**config.mk**
```make
export PLATFORM = sky130hd
export DESIGN_NAME = voice_allocator_with_sustain_core_flat
export DESIGN_NICKNAME = d
export VERILOG_FILES = /design/src/sv/vas_pkg.sv /design/src/sv/vas_intf.sv /design/src/sv/vas_cell.sv /design/src/sv/voice_allocator_with_sustain_core.sv /design/src/flat_wrapper.sv
export VERILOG_INCLUDE_DIRS = /design/src /design/src/sv
export SDC_FILE = /design/constraint.sdc
export NUM_CORES = 1
export LEC_CHECK = 0
export CELL_PAD_IN_SITES_DETAIL_PLACEMENT = 1
export CELL_PAD_IN_SITES_GLOBAL_PLACEMENT = 2
export CORE_UTILIZATION = 40
export CTS_BUF_LIST = sky130_fd_sc_hd__clkbuf_8
export DETAILED_ROUTE_END_ITERATION = 10
export DONT_BUFFER_PORTS = 1
export GPL_TIMING_DRIVEN = 0
export PLACE_DENSITY = 0.9
export SETUP_SLACK_MARGIN = 0.15
export SYNTH_ARGS = -nofsm -noshare
export SYNTH_HDL_FRONTEND = slang
export SYNTH_HIERARCHICAL = 1
export SYNTH_SLANG_ARGS = --single-unit
export TNS_END_PERCENT = 1
```
**constraint.sdc**
```tcl
create_clock -name clk -period 9.3 [get_ports clk]
set_input_delay 0.465 -clock clk [delete_from_list [all_inputs] [get_ports clk]]
set_output_delay 0.465 -clock clk [all_outputs]
set_load 0.01 [all_outputs]
```
**src/sv/voice_allocator_with_sustain_core_macros.svh**
```systemverilog
// Assertion macros for the voice allocator core.
// Used by the RTL files that carry concurrent checks; expects clk and rst_n in scope.
`ifndef VOICE_ALLOCATOR_WITH_SUSTAIN_CORE_MACROS_SVH
`define VOICE_ALLOCATOR_WITH_SUSTAIN_CORE_MACROS_SVH

`ifndef SYNTHESIS
// expression must hold at every clock edge outside reset
`define VAS_CHECK(lbl, expr, msg) \
  lbl: assert property (@(posedge clk) disable iff (!rst_n) (expr)) \
    else $error(msg);
// antecedent implies consequent in the same cycle
`define VAS_IMPLY(lbl, ante, cons, msg) \
  lbl: assert property (@(posedge clk) disable iff (!rst_n) (ante) |-> (cons)) \
    else $error(msg);
`else
`define VAS_CHECK(lbl, expr, msg)
`define VAS_IMPLY(lbl, ante, cons, msg)
`endif

`endif

```
**src/sv/vas_pkg.sv**
```systemverilog
// Shared constants, types and helpers of the voice allocator.
// No dependencies; imported by the interface, cell and top-level files.
package vas_pkg;

  localparam int VOICES   = 6;
  localparam int AGE_BITS = 16;
  localparam int VIDX_W   = (VOICES > 1) ? $clog2(VOICES) : 1;
  localparam int VOICE_W  = 3;
  localparam int EV_W     = 2;
  localparam int OP_W     = 2;
  localparam int NOTE_W   = 7;

  typedef logic [VIDX_W-1:0]   vidx_t;
  typedef logic [AGE_BITS-1:0] age_t;
  typedef logic [OP_W-1:0]     op_t;
  typedef logic [EV_W-1:0]     ev_t;
  typedef logic [NOTE_W-1:0]   note_t;

  // operation codes
  localparam op_t OP_NOTE_ON  = 2'd0;
  localparam op_t OP_NOTE_OFF = 2'd1;
  localparam op_t OP_PEDAL    = 2'd2;
  localparam op_t OP_ALL_OFF  = 2'd3;

  // result event codes
  localparam ev_t EV_ASSIGN = 2'd0;
  localparam ev_t EV_STEAL  = 2'd1;
  localparam ev_t EV_KEYOFF = 2'd2;
  localparam ev_t EV_HELD   = 2'd3;

  localparam age_t  AGE_MAX  = '1;
  localparam vidx_t LAST_IDX = vidx_t'(VOICES - 1);

  // token passed from cell to cell during a sweep
  typedef struct packed {
    logic  valid;
    logic  done;        // note-off already matched a voice
    logic  hi_found;    // free voice at or above the pointer
    vidx_t hi_idx;
    logic  lo_found;    // free voice below the pointer
    vidx_t lo_idx;
    logic  best_found;  // oldest active voice so far
    vidx_t best_idx;
    age_t  best_age;
  } carry_t;

  // broadcast from the controller to every cell
  typedef struct packed {
    op_t   op;
    note_t note;
    logic  pedal;
    vidx_t ptr;
    logic  adv;
    logic  claim_en;
    vidx_t claim_idx;
  } cmd_t;

  // one result offered by a cell
  typedef struct packed {
    logic  valid;
    vidx_t idx;
    ev_t   ev;
    logic  last;
  } emit_t;

  // low bits of a voice index as the result field
  function automatic logic [VOICE_W-1:0] voice_field(vidx_t idx);
    logic [VIDX_W+VOICE_W-1:0] ext;
    ext = {{VOICE_W{1'b0}}, idx};
    return ext[VOICE_W-1:0];
  endfunction

endpackage

```
**src/sv/vas_intf.sv**
```systemverilog
// Request channel interfaces of the voice allocator: events in, voice results out.
// Depends on vas_pkg.
interface vas_in_if import vas_pkg::*; ();
  logic  valid;
  logic  ready;
  op_t   operation;
  note_t note;
  logic  pedal_down;

  modport source (output valid, operation, note, pedal_down, input ready);
  modport sink   (input valid, operation, note, pedal_down, output ready);
endinterface

interface vas_out_if import vas_pkg::*; ();
  logic               valid;
  logic               ready;
  logic [VOICE_W-1:0] voice;
  ev_t                event_res;
  logic               last;

  modport source (output valid, voice, event_res, last, input ready);
  modport sink   (input valid, voice, event_res, last, output ready);
endinterface

```
**src/sv/vas_cell.sv**
```systemverilog
// One voice slot: active/held flags, note, age, and the token stage to the next slot.
// Depends on vas_pkg.
module vas_cell import vas_pkg::*; (
  input  logic   clk,
  input  logic   rst_n,
  input  vidx_t  idx_i,
  input  cmd_t   cmd_i,
  input  carry_t carry_i,
  input  logic   above_i,
  output carry_t carry_o,
  output emit_t  emit_o,
  output logic   pred_o
);

  logic   active_r, active_nxt;
  logic   held_r, held_nxt;
  note_t  note_r, note_nxt;
  age_t   age_r, age_nxt;
  carry_t carry_r, carry_nxt;
  age_t   age_inc;
  logic   act;

  assign carry_o = carry_r;
  assign act     = carry_i.valid & cmd_i.adv;
  assign age_inc = (age_r == AGE_MAX) ? age_r : age_t'(age_r + 1'b1);

  // would this slot report during the current sweep
  always_comb begin
    unique case (cmd_i.op)
      OP_PEDAL:   pred_o = active_r & held_r;
      OP_ALL_OFF: pred_o = cmd_i.pedal ? active_r : 1'b1;
      default:    pred_o = 1'b0;
    endcase
  end

  // token step and slot update
  always_comb begin
    active_nxt = active_r;
    held_nxt   = held_r;
    note_nxt   = note_r;
    age_nxt    = age_r;
    carry_nxt  = carry_i;
    emit_o     = '0;

    if (act) begin
      unique case (cmd_i.op)
        OP_NOTE_ON: begin
          age_nxt = age_inc;
          if (!active_r) begin
            if (idx_i >= cmd_i.ptr) begin
              if (!carry_i.hi_found) begin
                carry_nxt.hi_found = 1'b1;
                carry_nxt.hi_idx   = idx_i;
              end
            end else if (!carry_i.lo_found) begin
              carry_nxt.lo_found = 1'b1;
              carry_nxt.lo_idx   = idx_i;
            end
          end else if (!carry_i.best_found || age_inc > carry_i.best_age) begin
            carry_nxt.best_found = 1'b1;
            carry_nxt.best_idx   = idx_i;
            carry_nxt.best_age   = age_inc;
          end
        end
        OP_NOTE_OFF: begin
          if (active_r && !held_r && note_r == cmd_i.note && !carry_i.done) begin
            carry_nxt.done = 1'b1;
            emit_o.valid   = 1'b1;
            emit_o.idx     = idx_i;
            emit_o.last    = 1'b1;
            if (cmd_i.pedal) begin
              held_nxt  = 1'b1;
              emit_o.ev = EV_HELD;
            end else begin
              active_nxt = 1'b0;
              emit_o.ev  = EV_KEYOFF;
            end
          end
        end
        OP_PEDAL: begin
          // pedal release
          if (active_r && held_r) begin
            active_nxt   = 1'b0;
            held_nxt     = 1'b0;
            emit_o.valid = 1'b1;
            emit_o.idx   = idx_i;
            emit_o.ev    = EV_KEYOFF;
            emit_o.last  = !above_i;
          end
        end
        OP_ALL_OFF: begin
          if (cmd_i.pedal) begin
            if (active_r) begin
              held_nxt     = 1'b1;
              emit_o.valid = 1'b1;
              emit_o.idx   = idx_i;
              emit_o.ev    = EV_HELD;
              emit_o.last  = !above_i;
            end
          end else begin
            active_nxt   = 1'b0;
            held_nxt     = 1'b0;
            emit_o.valid = 1'b1;
            emit_o.idx   = idx_i;
            emit_o.ev    = EV_KEYOFF;
            emit_o.last  = !above_i;
          end
        end
        default: ;
      endcase
    end

    // note-on claim from the controller after the search
    if (cmd_i.claim_en && cmd_i.claim_idx == idx_i) begin
      active_nxt = 1'b1;
      held_nxt   = 1'b0;
      age_nxt    = '0;
      note_nxt   = cmd_i.note;
    end
  end

  // control state
  always_ff @(posedge clk) begin
    if (!rst_n) begin
      active_r <= 1'b0;
      held_r   <= 1'b0;
      age_r    <= '0;
      carry_r  <= '0;
    end else begin
      active_r <= active_nxt;
      held_r   <= held_nxt;
      age_r    <= age_nxt;
      if (cmd_i.adv) begin
        carry_r <= carry_nxt;
      end
    end
  end

  // note payload, meaningful only while active
  always_ff @(posedge clk) begin
    note_r <= note_nxt;
  end

endmodule

```
**src/sv/voice_allocator_with_sustain_core.sv**
```systemverilog
// Top level of the voice allocator: controller, chain of voice cells, result register.
// Depends on vas_pkg, vas_intf, vas_cell and the assertion macro header.
//
//   channel | direction | payload                     | done when
//   in_ch   | in        | operation, note, pedal_down | valid && ready
//   out_ch  | out       | voice, event_res, last      | valid && ready
//
// Sweep: a token walks the voice chain one cell per cycle while the result register
// is not stalled; note on, note off, pedal release and all off each run a sweep.
// Pedal press and an unchanged pedal finish in the accepting cycle.
// Reset (rst_n low, synchronous) clears all voice flags, ages, pointer and pedal.
// A stalled result register freezes the token where it stands.
`include "voice_allocator_with_sustain_core_macros.svh"

module voice_allocator_with_sustain_core import vas_pkg::*; (
  input logic       clk,
  input logic       rst_n,
  vas_in_if.sink    in_ch,
  vas_out_if.source out_ch
);

  localparam logic STATE_IDLE  = 1'b0;
  localparam logic STATE_SWEEP = 1'b1;

  logic   state_r, state_nxt;
  op_t    op_r, op_nxt;
  note_t  note_r, note_nxt;
  logic   pedal_r, pedal_nxt;
  vidx_t  ptr_r, ptr_nxt;
  logic   head_r, head_nxt;

  logic   out_valid_r, out_valid_nxt;
  vidx_t  out_idx_r, out_idx_nxt;
  ev_t    out_ev_r, out_ev_nxt;
  logic   out_last_r, out_last_nxt;

  carry_t            chain_in  [VOICES];
  carry_t            chain_out [VOICES];
  emit_t             emit_v    [VOICES];
  logic [VOICES-1:0] pred_vec;
  logic [VOICES-1:0] above;
  logic [VOICES-1:0] tok_vec;
  logic [VOICES:0]   tok_all;
  carry_t            head_carry;
  carry_t            tail;
  cmd_t              cmd;
  emit_t             cell_emit;
  logic              adv;
  logic              claim_en;
  vidx_t             tgt;
  ev_t               tgt_ev;

  assign adv          = !out_valid_r || out_ch.ready;
  assign in_ch.ready  = (state_r == STATE_IDLE);
  assign tail         = chain_out[VOICES-1];

  // note-on target: round-robin free voice, else the oldest one
  always_comb begin
    if (tail.hi_found) begin
      tgt    = tail.hi_idx;
      tgt_ev = EV_ASSIGN;
    end else if (tail.lo_found) begin
      tgt    = tail.lo_idx;
      tgt_ev = EV_ASSIGN;
    end else begin
      tgt    = tail.best_idx;
      tgt_ev = EV_STEAL;
    end
  end

  assign claim_en = (state_r == STATE_SWEEP) && tail.valid && adv && (op_r == OP_NOTE_ON);

  assign cmd.op        = op_r;
  assign cmd.note      = note_r;
  assign cmd.pedal     = pedal_r;
  assign cmd.ptr       = ptr_r;
  assign cmd.adv       = adv;
  assign cmd.claim_en  = claim_en;
  assign cmd.claim_idx = tgt;

  // fresh token entering the first cell
  always_comb begin
    head_carry       = '0;
    head_carry.valid = head_r;
  end

  // voice chain
  genvar gi;
  generate
    for (gi = 0; gi < VOICES; gi++) begin : g_cell
      if (gi == 0) begin : g_head
        assign chain_in[gi] = head_carry;
      end else begin : g_link
        assign chain_in[gi] = chain_out[gi-1];
      end
      assign above[gi]   = |(pred_vec >> (gi + 1));
      assign tok_vec[gi] = chain_in[gi].valid;

      vas_cell u_cell (
        .clk     (clk),
        .rst_n   (rst_n),
        .idx_i   (vidx_t'(gi)),
        .cmd_i   (cmd),
        .carry_i (chain_in[gi]),
        .above_i (above[gi]),
        .carry_o (chain_out[gi]),
        .emit_o  (emit_v[gi]),
        .pred_o  (pred_vec[gi])
      );
    end
  endgenerate

  assign tok_all = {tail.valid, tok_vec};

  // only the cell holding the token emits; others drive zero
  always_comb begin
    cell_emit = '0;
    for (int i = 0; i < VOICES; i++) begin
      cell_emit = cell_emit | emit_v[i];
    end
  end

  // controller
  always_comb begin
    state_nxt = state_r;
    op_nxt    = op_r;
    note_nxt  = note_r;
    pedal_nxt = pedal_r;
    ptr_nxt   = ptr_r;
    head_nxt  = head_r;

    unique case (state_r)
      STATE_IDLE: begin
        if (in_ch.valid) begin
          op_nxt   = in_ch.operation;
          note_nxt = in_ch.note;
          if (in_ch.operation == OP_PEDAL) begin
            if (in_ch.pedal_down != pedal_r) begin
              pedal_nxt = in_ch.pedal_down;
              if (!in_ch.pedal_down) begin
                head_nxt  = 1'b1;
                state_nxt = STATE_SWEEP;
              end
            end
          end else begin
            head_nxt  = 1'b1;
            state_nxt = STATE_SWEEP;
          end
        end
      end
      STATE_SWEEP: begin
        if (head_r && adv) begin
          head_nxt = 1'b0;
        end
        if (tail.valid && adv) begin
          state_nxt = STATE_IDLE;
          if (op_r == OP_NOTE_ON && tgt_ev == EV_ASSIGN) begin
            ptr_nxt = (tgt == LAST_IDX) ? '0 : vidx_t'(tgt + 1'b1);
          end
        end
      end
      default: state_nxt = STATE_IDLE;
    endcase
  end

  // result register
  always_comb begin
    out_valid_nxt = out_valid_r;
    out_idx_nxt   = out_idx_r;
    out_ev_nxt    = out_ev_r;
    out_last_nxt  = out_last_r;
    if (adv) begin
      out_valid_nxt = cell_emit.valid | claim_en;
      if (claim_en) begin
        out_idx_nxt  = tgt;
        out_ev_nxt   = tgt_ev;
        out_last_nxt = 1'b1;
      end else begin
        out_idx_nxt  = cell_emit.idx;
        out_ev_nxt   = cell_emit.ev;
        out_last_nxt = cell_emit.last;
      end
    end
  end

  always_ff @(posedge clk) begin
    if (!rst_n) begin
      state_r     <= STATE_IDLE;
      pedal_r     <= 1'b0;
      ptr_r       <= '0;
      head_r      <= 1'b0;
      out_valid_r <= 1'b0;
    end else begin
      state_r     <= state_nxt;
      pedal_r     <= pedal_nxt;
      ptr_r       <= ptr_nxt;
      head_r      <= head_nxt;
      out_valid_r <= out_valid_nxt;
    end
  end

  always_ff @(posedge clk) begin
    op_r       <= op_nxt;
    note_r     <= note_nxt;
    out_idx_r  <= out_idx_nxt;
    out_ev_r   <= out_ev_nxt;
    out_last_r <= out_last_nxt;
  end

  assign out_ch.valid     = out_valid_r;
  assign out_ch.voice     = voice_field(out_idx_r);
  assign out_ch.event_res = out_ev_r;
  assign out_ch.last      = out_last_r;

  // checks
  `VAS_CHECK(a_one_token, $onehot0(tok_all), "more than one sweep token in the chain")
  `VAS_IMPLY(a_idle_empty, in_ch.ready, tok_all == '0, "token in chain while taking requests")
  `VAS_CHECK(a_ptr_range, ptr_r <= LAST_IDX, "round-robin pointer out of range")
  `VAS_IMPLY(a_emit_room, cell_emit.valid || claim_en, adv, "result offered while output is full")

endmodule
```
**src/flat_wrapper.sv**
```systemverilog
// flat-port wrapper written by rule: the top's interface ports become plain ports
module voice_allocator_with_sustain_core_flat import vas_pkg::*;
  (clk, rst_n, in_ch_valid, in_ch_operation, in_ch_note, in_ch_pedal_down, in_ch_ready, out_ch_valid, out_ch_voice, out_ch_event_res, out_ch_last, out_ch_ready);
  vas_in_if in_ch_i ();
  vas_out_if out_ch_i ();
  input logic clk;
  input logic rst_n;
  input wire logic [$bits(in_ch_i.valid)-1:0] in_ch_valid;
  input wire logic [$bits(in_ch_i.operation)-1:0] in_ch_operation;
  input wire logic [$bits(in_ch_i.note)-1:0] in_ch_note;
  input wire logic [$bits(in_ch_i.pedal_down)-1:0] in_ch_pedal_down;
  output wire logic [$bits(in_ch_i.ready)-1:0] in_ch_ready;
  output wire logic [$bits(out_ch_i.valid)-1:0] out_ch_valid;
  output wire logic [$bits(out_ch_i.voice)-1:0] out_ch_voice;
  output wire logic [$bits(out_ch_i.event_res)-1:0] out_ch_event_res;
  output wire logic [$bits(out_ch_i.last)-1:0] out_ch_last;
  input wire logic [$bits(out_ch_i.ready)-1:0] out_ch_ready;
  assign in_ch_i.valid = in_ch_valid;
  assign in_ch_i.operation = in_ch_operation;
  assign in_ch_i.note = in_ch_note;
  assign in_ch_i.pedal_down = in_ch_pedal_down;
  assign in_ch_ready = in_ch_i.ready;
  assign out_ch_valid = out_ch_i.valid;
  assign out_ch_voice = out_ch_i.voice;
  assign out_ch_event_res = out_ch_i.event_res;
  assign out_ch_last = out_ch_i.last;
  assign out_ch_i.ready = out_ch_ready;
  voice_allocator_with_sustain_core u_core (.clk(clk), .rst_n(rst_n), .in_ch(in_ch_i), .out_ch(out_ch_i));
endmodule
```
* Word-level counts from Yosys, hierarchy flattened
Index checks and enable logic that the tools add are counted.
Operators by class: add/sub/neg operators 7, magnitude comparators 11, eq/ne operators 57, multiplexer cells 194, bitwise logic cells 19, reductions and logical operators 111
Operators by type and width (count):
- $mux W20 | 11
- $mux W7 | 30
- $mux W28 | 7
- $mux W29 | 5
- $pmux W7 S3 | 6
- $add A16 B1 Y16 const B | 6
- $eq A16 B16 Y1 const B | 6
- $mux W16 | 6
- $gt A16 B16 Y1 | 5
- $mux W1 | 77
- $ne A3 B3 Y1 const B | 20
- $mux W4 | 12
- $mux W8 | 6
- $eq A7 B7 Y1 | 6
- $mux W3 | 14
- $pmux W1 S3 | 12
- $reduce_and A6 Y1 | 6
- $logic_and A1 B1 Y1 | 35
- $or A7 B7 Y7 | 5
- $reduce_and A4 Y1 | 8
- $ne A2 B2 Y1 const B | 14
- $reduce_bool A4 Y1 | 6
- $logic_not A1 Y1 | 22
- $pmux W1 S2 | 7
- 26 further kinds | 67
Storage, ports and cells: bits in registers 334, input port bits 14, output and inout bits 8, logic and storage cells 484

* Logic depth before layout (Yosys ltp)
Gate-level depths: netlist (run 1).
word-level depth 14, depth in mapped cells 16, mapped depth without buffers 14

* Cells and area by module
The synthesis (run 1) kept the hierarchy.
Modules (own cells, without submodules):
- vas_cell (u_core.g_cell[0].u_cell ...) | instances 3, cells each 416, area an instance 3492.1 um2, seq. area each 1171.1 um2
- vas_cell (u_core.g_cell[5].u_cell) | instances 1, cells each 421, area an instance 3602.2 um2, seq. area each 1171.1 um2
- vas_cell (u_core.g_cell[4].u_cell) | instances 1, cells each 419, area an instance 3514.6 um2, seq. area each 1171.1 um2
- vas_cell (u_core.g_cell[1].u_cell) | instances 1, cells each 403, area an instance 3497.1 um2, seq. area each 1171.1 um2
- voice_allocator_with_sustain_core | instances 1, cells each 96, area an instance 1041.0 um2, seq. area each 590.6 um2

* Worst setup path after synthesis (run 1)
OpenSTA, ideal clock, no wires.
path type reg2reg, from register u_core.g_cell[5].u_cell.age_r[0], to register u_core/g_cell[5].u_cell/carry_o[5] (netlist name), setup time 115 ps, data arrival time 3225 ps, required time 9185 ps, path slack 5960 ps, stages on the path, launching flop included 16, buffers on the path 1, period minus slack after synthesis 3340 ps, cells stage by stage dfxtp_1 -> ha_1 -> nand4_1 -> or4_4 -> buf_6 -> nand2_2 -> nor2_1 -> xnor2_1 -> inv_1 -> ha_1 -> nand4_1 -> nor3_2 -> a21boi_2 -> o31ai_4 -> mux2_1 -> o21a_1
RTL lines:
- start, declared | RTL line vas_cell.sv:18 | age_t age_r, age_nxt;
- start signal, assigned | RTL line vas_cell.sv:132 | age_r <= age_nxt;

* Worst setup path after layout (run 1)
from register u_core.op_r[1], to register u_core.g_cell[4].u_cell.age_r[5]
On the way: cells in the longest elaborated chain, start to end 4, elaborated cells on any way between the ends 5, classes of those cells reduce/logical (5)
Ends and longest elaborated chain:
- start, declared | RTL line voice_allocator_with_sustain_core.sv:26 | op_t op_r, op_nxt;
- start signal, assigned | RTL line voice_allocator_with_sustain_core.sv:203 | op_r <= op_nxt;
- $logic_not A2 Y1 | RTL line voice_allocator_with_sustain_core.sv:71 | assign claim_en = (state_r == STATE_SWEEP) && tail.valid && adv && (op_r == OP_NOTE_ON);
- $logic_and A1 B1 Y1 | RTL line voice_allocator_with_sustain_core.sv:71
- via u_core.claim_en | RTL line voice_allocator_with_sustain_core.sv:49 | logic claim_en;
- $logic_and A1 B1 Y1 | RTL line vas_cell.sv:114 | if (cmd_i.claim_en && cmd_i.claim_idx == idx_i) begin
- $reduce_or A2 Y1 (no line)
- end signal, assigned | RTL line vas_cell.sv:132
- end, declared | RTL line vas_cell.sv:18
The timed path passes the listed nets, and every way through them passes these cells. A chain may end at the register's enable or synchronous reset.

==> run summary, run 1 <==
PostCTS Resize Cnt - 0
Initial DRC Count - 925
Root Buffer - clkbuf_8
critical path peak fanout - 19
maximum number of pins on one net before global-route repair - 31
chip width - 233 um
CP startpoint kind - register
IO Pins - 22
Hold WS - 0.0720 ns
worst hold path class - in -> reg
CTS tree - built
# rows - 84
setup violators final - 0
clock sink count - 334
Reg-to-Reg Start - u_core/op_r[1]$_DFFE_PP_
RSZ-0062 raised after global routing - no
worst path arrival time - 5.06 ns
initial core utilization - 40.6%
fmax - 219 MHz
Worst-Margin Slew - 1.29 ns
total gr overflow - 0
slew margin rel. - 13.4%
Layout area overhead - 13.0%
clock slew at reported path FFs - 0.06 ns
Slew Viols, Final - 0
Crit. End Element - register
most common cell after layout, fill and taps aside - dfxtp_1
Fin Clk Skew - 0.0263 ns
antenna violations before repair - 1
Clock Latency Late Sink - 0.64 ns
MaxCap Viol Count - 0
Vias - 19100
Longest Clk Path Bufs - 3
share of cells above drive strength 1 - 8.87%
Final Critical Period - 4.57 ns
final hold violations - 0
nets@finish - 2893
cell count after synthesis - 2501
critical path class - reg -> reg
status - completed
total negative slack - 0 ns
Critical Path RT - 9.79 ns
Num CTS Buffers - 66
vias per inst - 5.52
Post-CTS Setup Inserts - 0
WL per Instance - 19.1 um
Mapped Area - 21400 sq um
filler cell count - 6326
overall die height - 233 um
peak supply drop - 0.0793 mV
PD cells - 135 nW/um^2
worst hold path startpoint - rst_n
Port-buffer cells - 0
commonest non-fill, non-tap cells in the layout - dfxtp_1, a21oi_1, inv_1
GRT Overall Usage - 24.6%
global-route wire length before repair - 106 mm
Final Cycle Share - 49.1%
RD Place Congestion - 0.896
H-tree levels - 3
Core ar. - 52700 sq um
Avg Cell Area, Syn - 8.54 sq um
drt drc - 0
final wirelength - 66.3 mm
CTS Hold Bufs - 11
static leakage power - 9.44 nW
detailed-placement wirelength estimate - 49.8 mm
1st-pass router iterations - 5
Post-DRT Antenna Nets - 0
vias in the first global route - 19900
synth warn - 6
die area - 54300 sq um
critical path startpoint - u_core/op_r[1]$_DFFE_PP_
metal layers:
layer | global-route usage [%] | vias to the layer above | part of all wire, %
met1 | 29.5 | 9328 | 44
met2 | 43.3 | 309 | 49
met3 | 4.04 | 165 | 3.4
met4 | 10.4 | 0 | 4.1
li1 | - | 9307 | -
met5 | 0 | - | 0
stage by stage:
stage          utilization [%]  std cells  setup WS [ns]  area, sq um  power [mW]
2_1_floorplan                -       2649           5.96        21900        1.76
3_3_place_gp              43.2       3337           4.58        22800        1.83
3_5_place_dp              43.3       3337           4.86        22800        1.85
4_1_cts                   45.8       3462           4.81        24100        3.30
5_1_grt                   45.8       3463           4.54        24100        3.40
6_report                  45.8       3463           4.73        24100        3.26
final timing paths:
kind                                                           end  slack (ns)  cells after the start
setup / recovery     u_core/g_cell[4].u_cell/age_r[5]$_SDFFE_PP0P_        4.73                     10
hold / removal     u_core/g_cell[1].u_cell/carry_o[1]$_SDFFE_PN0P_        0.07                      2
setup reg to reg     u_core/g_cell[4].u_cell/age_r[5]$_SDFFE_PP0P_        4.73                     10
hold reg to reg   u_core/g_cell[4].u_cell/carry_o[14]$_SDFFE_PN0P_        0.47                      2
critical path, cell delays in order (launching register included):
cell and delay, ns:
edfxtp_1 0.75, or3b_4 0.57, or3_1 0.33, buf_2 0.20, inv_1 0.27, nand2_1 0.13
nor3_1 0.99, nand2b_1 0.21, clkbuf_1 0.44, clkbuf_1 0.41, nor2_1 0.10
final cells by class:
| type | instances | area (sq um) | share of cell area (%) |
|---|---|---|---|
| plain buffers | 152 | 795 | 3.29 |
| flip-flops and latches | 334 | 7260 | 30.1 |
| clock inverters | 38 | 173 | 0.716 |
| clock buffers | 76 | 1050 | 4.34 |
| diodes | 1 | 2.50 | 0.0104 |
| repair buffers | 11 | 110 | 0.456 |
| multi-input cells | 1978 | 13200 | 54.7 |
| inverters | 185 | 694 | 2.88 |
| well taps | 688 | 861 | 3.57 |
where the power goes:
| part | total [mW] | internal (mW) | switching, mW |
|---|---|---|---|
| Clock | 1.43 | 0.743 | 0.688 |
| Sequential | 1.56 | 1.51 | 0.0488 |
| Combinational | 0.272 | 0.100 | 0.172 |
sequential cells by signal (all words and copies together), names as in the netlist:
| signal | flops |
|---|---|
| u_core/out_ch.event_res | 2 |
| u_core/g_cell.u_cell/age_r | 96 |
| u_core/out_ch.last | 1 |
| u_core/head_r | 1 |
| u_core/op_r | 2 |
| u_core/g_cell.u_cell/note_r | 42 |
| u_core/out_ch.voice | 3 |
| u_core/g_cell.u_cell/held_r | 6 |
| u_core/g_cell.u_cell/carry_o | 162 |
| u_core/ptr_r | 3 |
| u_core/out_ch.valid | 1 |
| u_core/note_r | 7 |
| u_core/pedal_r | 1 |
| u_core/state_r | 1 |
| u_core/g_cell.u_cell/active_r | 6 |
No activity file was read; power rests on OpenSTA's default activity.
==> run 2: changes to the inputs <==
Clock period 9.3 ns to 4.4 ns, I/O delays scaled along.
==> run 2 against run 1 <==
Effect of this change:
- non-clock buffer count increased by 2
- clock power increased by 110%
- via count increased by 0.20%
- sequential share of layout area decreased by 0.073 points
- flip-flop and latch count unchanged
- fmax increased by 9.9%
- die area unchanged
- final area increased by 0.24%
- core utilization increased by 0.11 points
==> run summary, run 2 (synthesis gave the netlist of run 1 again) <==
chip width - 233 um (unchanged)
Final Cycle Share - 94.4% (+45 points)
Num CTS Buffers - 66 (unchanged)
vias per inst - 5.53 (+0.15%)
Layout area overhead - 13.2%
Layout Cells excl Fill - 3465 (+0.058%)
Top delay family on crit path - simple AND/OR/NAND/NOR gates
Fin Clk Skew - 0.0256 ns (-0.000767 ns)
detailed-placement wirelength estimate - 49.8 mm (unchanged)
Post-DRT Antenna Nets - 0 (unchanged)
MaxCap Viol Count - 0 (unchanged)
Vias - 19100 (+0.20%)
peak supply drop - 0.167 mV (+110%)
drt drc - 0 (unchanged)
Worst-Margin Slew - 1.25 ns (-0.0425 ns)
max FFs per register - 162 (unchanged)
Worst path slowest cell - edfxtp_1
Final Critical Period - 4.15 ns (-0.410 ns)
Root Buffer - clkbuf_8
RSZ-0062 raised after global routing - yes
RD Place Congestion - 0.896 (unchanged)
Clock Latency Late Sink - 0.64 ns (about the same)
Initial DRC Count - 908 (-1.8%)
fin worst setup slack - 0.245 ns (-4.49 ns)
die area - 54300 sq um (unchanged)
placed insts - 3337 (unchanged)
maximum number of pins on one net before global-route repair - 23 (-26%)
Critical Path RT - 4.89 ns (-4.90 ns)
status - completed
worst path arrival time - 4.65 ns (-0.41 ns)
clock slew at reported path FFs - 0.06 ns (about the same)
most frequent CP cell - clkbuf_1
critical path's largest stage delay - 0.76 ns (-0.23 ns)
global-route wire length before repair - 107 mm (+0.33%)
final hold violations - 0 (unchanged)
Port-buffer cells - 0 (unchanged)
clock sink count - 334 (unchanged)
final wirelength - 66.5 mm (+0.34%)
CP bufs+invs - 4 (unchanged)
# rows - 84 (unchanged)
initial core utilization - 40.6% (unchanged)
CTS tree - built
crit path cell chain - or3b_4 > or3_1 > buf_2 > inv_1 > nand2_1 > nor3_4 > nand2b_1 > clkbuf_1 > clkbuf_1 > nor2_1
total gr overflow - 0 (unchanged)
critical path class - reg -> reg
most common cell after layout, fill and taps aside - dfxtp_1
share of cells above drive strength 1 - 8.97% (+0.10 points)
Post-CTS Setup Inserts - 0 (unchanged)
filler cell count - 6315 (-0.17%)
slew margin rel. - 16.4% (+2.9 points)
WL per Instance - 19.2 um (+0.28%)
worst hold path class - in -> reg
Layout Utilization - 45.9% (+0.11 points)
overall die height - 233 um (unchanged)
pre-CTS setup slack - -0.0366 ns (-4.90 ns)
fmax - 241 MHz (+9.9%)
Hold WS - 0.0462 ns (-0.0258 ns)
static leakage power - 9.46 nW (+0.23%)
Longest Clk Path Bufs - 3 (unchanged)
IO Pins - 22 (unchanged)
vias in the first global route - 20000 (+0.23%)
H-tree levels - 3 (unchanged)
Crit. End Element - register
antenna violations before repair - 2 (+1)
1st-pass router iterations - 5 (unchanged)
Core ar. - 52700 sq um (unchanged)
setup violators final - 0 (unchanged)
CP startpoint kind - register
total negative slack - 0 ns (unchanged)
critical path peak fanout - 19 (unchanged)
Slew Viols, Final - 0 (unchanged)
commonest non-fill, non-tap cells in the layout - dfxtp_1, a21oi_1, inv_1
GRT Overall Usage - 24.7% (+0.10 points)
nets@finish - 2895 (+0.069%)
PD cells - 285 nW/um^2 (+110%)
==> run 2: worst paths after layout <==
kind / end / startpoint / cells past startpoint / slack (ns)
max: u_core/g_cell[1].u_cell/age_r[5]$_SDFFE_PP0P_ / u_core/op_r[1]$_DFFE_PP_ / 10 / 0.25
max reg2reg: u_core/g_cell[1].u_cell/age_r[5]$_SDFFE_PP0P_ / u_core/op_r[1]$_DFFE_PP_ / 10 / 0.25
min: u_core/g_cell[2].u_cell/age_r[8]$_SDFFE_PP0P_ / rst_n / 3 / 0.05
min reg2reg: u_core/g_cell[4].u_cell/carry_o[14]$_SDFFE_PN0P_ / u_core/g_cell[4].u_cell/carry_o[14]$_SDFFE_PN0P_ / 2 / 0.47
==> run 2: timing repair <==
action | CTS | global route
hold endpoints to repair | 70 | 0
resized for setup | 5 | 1
hold buffers | 13 | 0
setup endpoints to repair | 49 | 64
==> run 2: metal layers <==
layer / GRT usage (%) / up-vias / part of all wire, %
li1: - / 9314 / -
met5: 0 / - / 0
met1: 29.7 / 9350 / 44
met3: 3.98 / 172 / 3.4
met4: 10.5 / 0 / 4.1
met2: 43.5 / 312 / 49
==> run 2: through the flow <==
| step | total power, mW | cell area [sq um] |
|---|---|---|
| 3_3_place_gp | 3.88 | 22800 |
| 5_1_grt | 7.20 | 24200 |
| 6_report | 6.90 | 24200 |
| 4_1_cts | 6.99 | 24200 |
| 3_5_place_dp | 3.91 | 22800 |
| 2_1_floorplan | 3.72 | 21900 |
==> run 2: layout make-up <==
cell class                 instances  area (sq um)  area share, %
antenna                            1          2.50         0.0103
tap                              688           861           3.56
buffer                           152           795           3.29
inverter                         185           694           2.87
clock inverter                    38           173          0.714
sequential                       334          7260           30.0
clock buffer                      76          1050           4.33
multi-input combinational       1978         13200           54.6
timing repair buffer              13           140          0.579
==> run 2: where the power goes <==
group	internal (mW)	switching (mW)	leakage, nW
Combinational	0.213	0.373	5.96
Sequential	3.19	0.103	2.79
Clock	1.57	1.45	0.713
==> run 2: worst register-to-register path, cell delays in order (launching register included) <==
cell and delay [ns]:
edfxtp_1 0.76, or3b_4 0.58, or3_1 0.32, buf_2 0.19, inv_1 0.26, nand2_1 0.14
nor3_4 0.44, nand2b_1 0.19, clkbuf_1 0.43, clkbuf_1 0.57, nor2_1 0.13
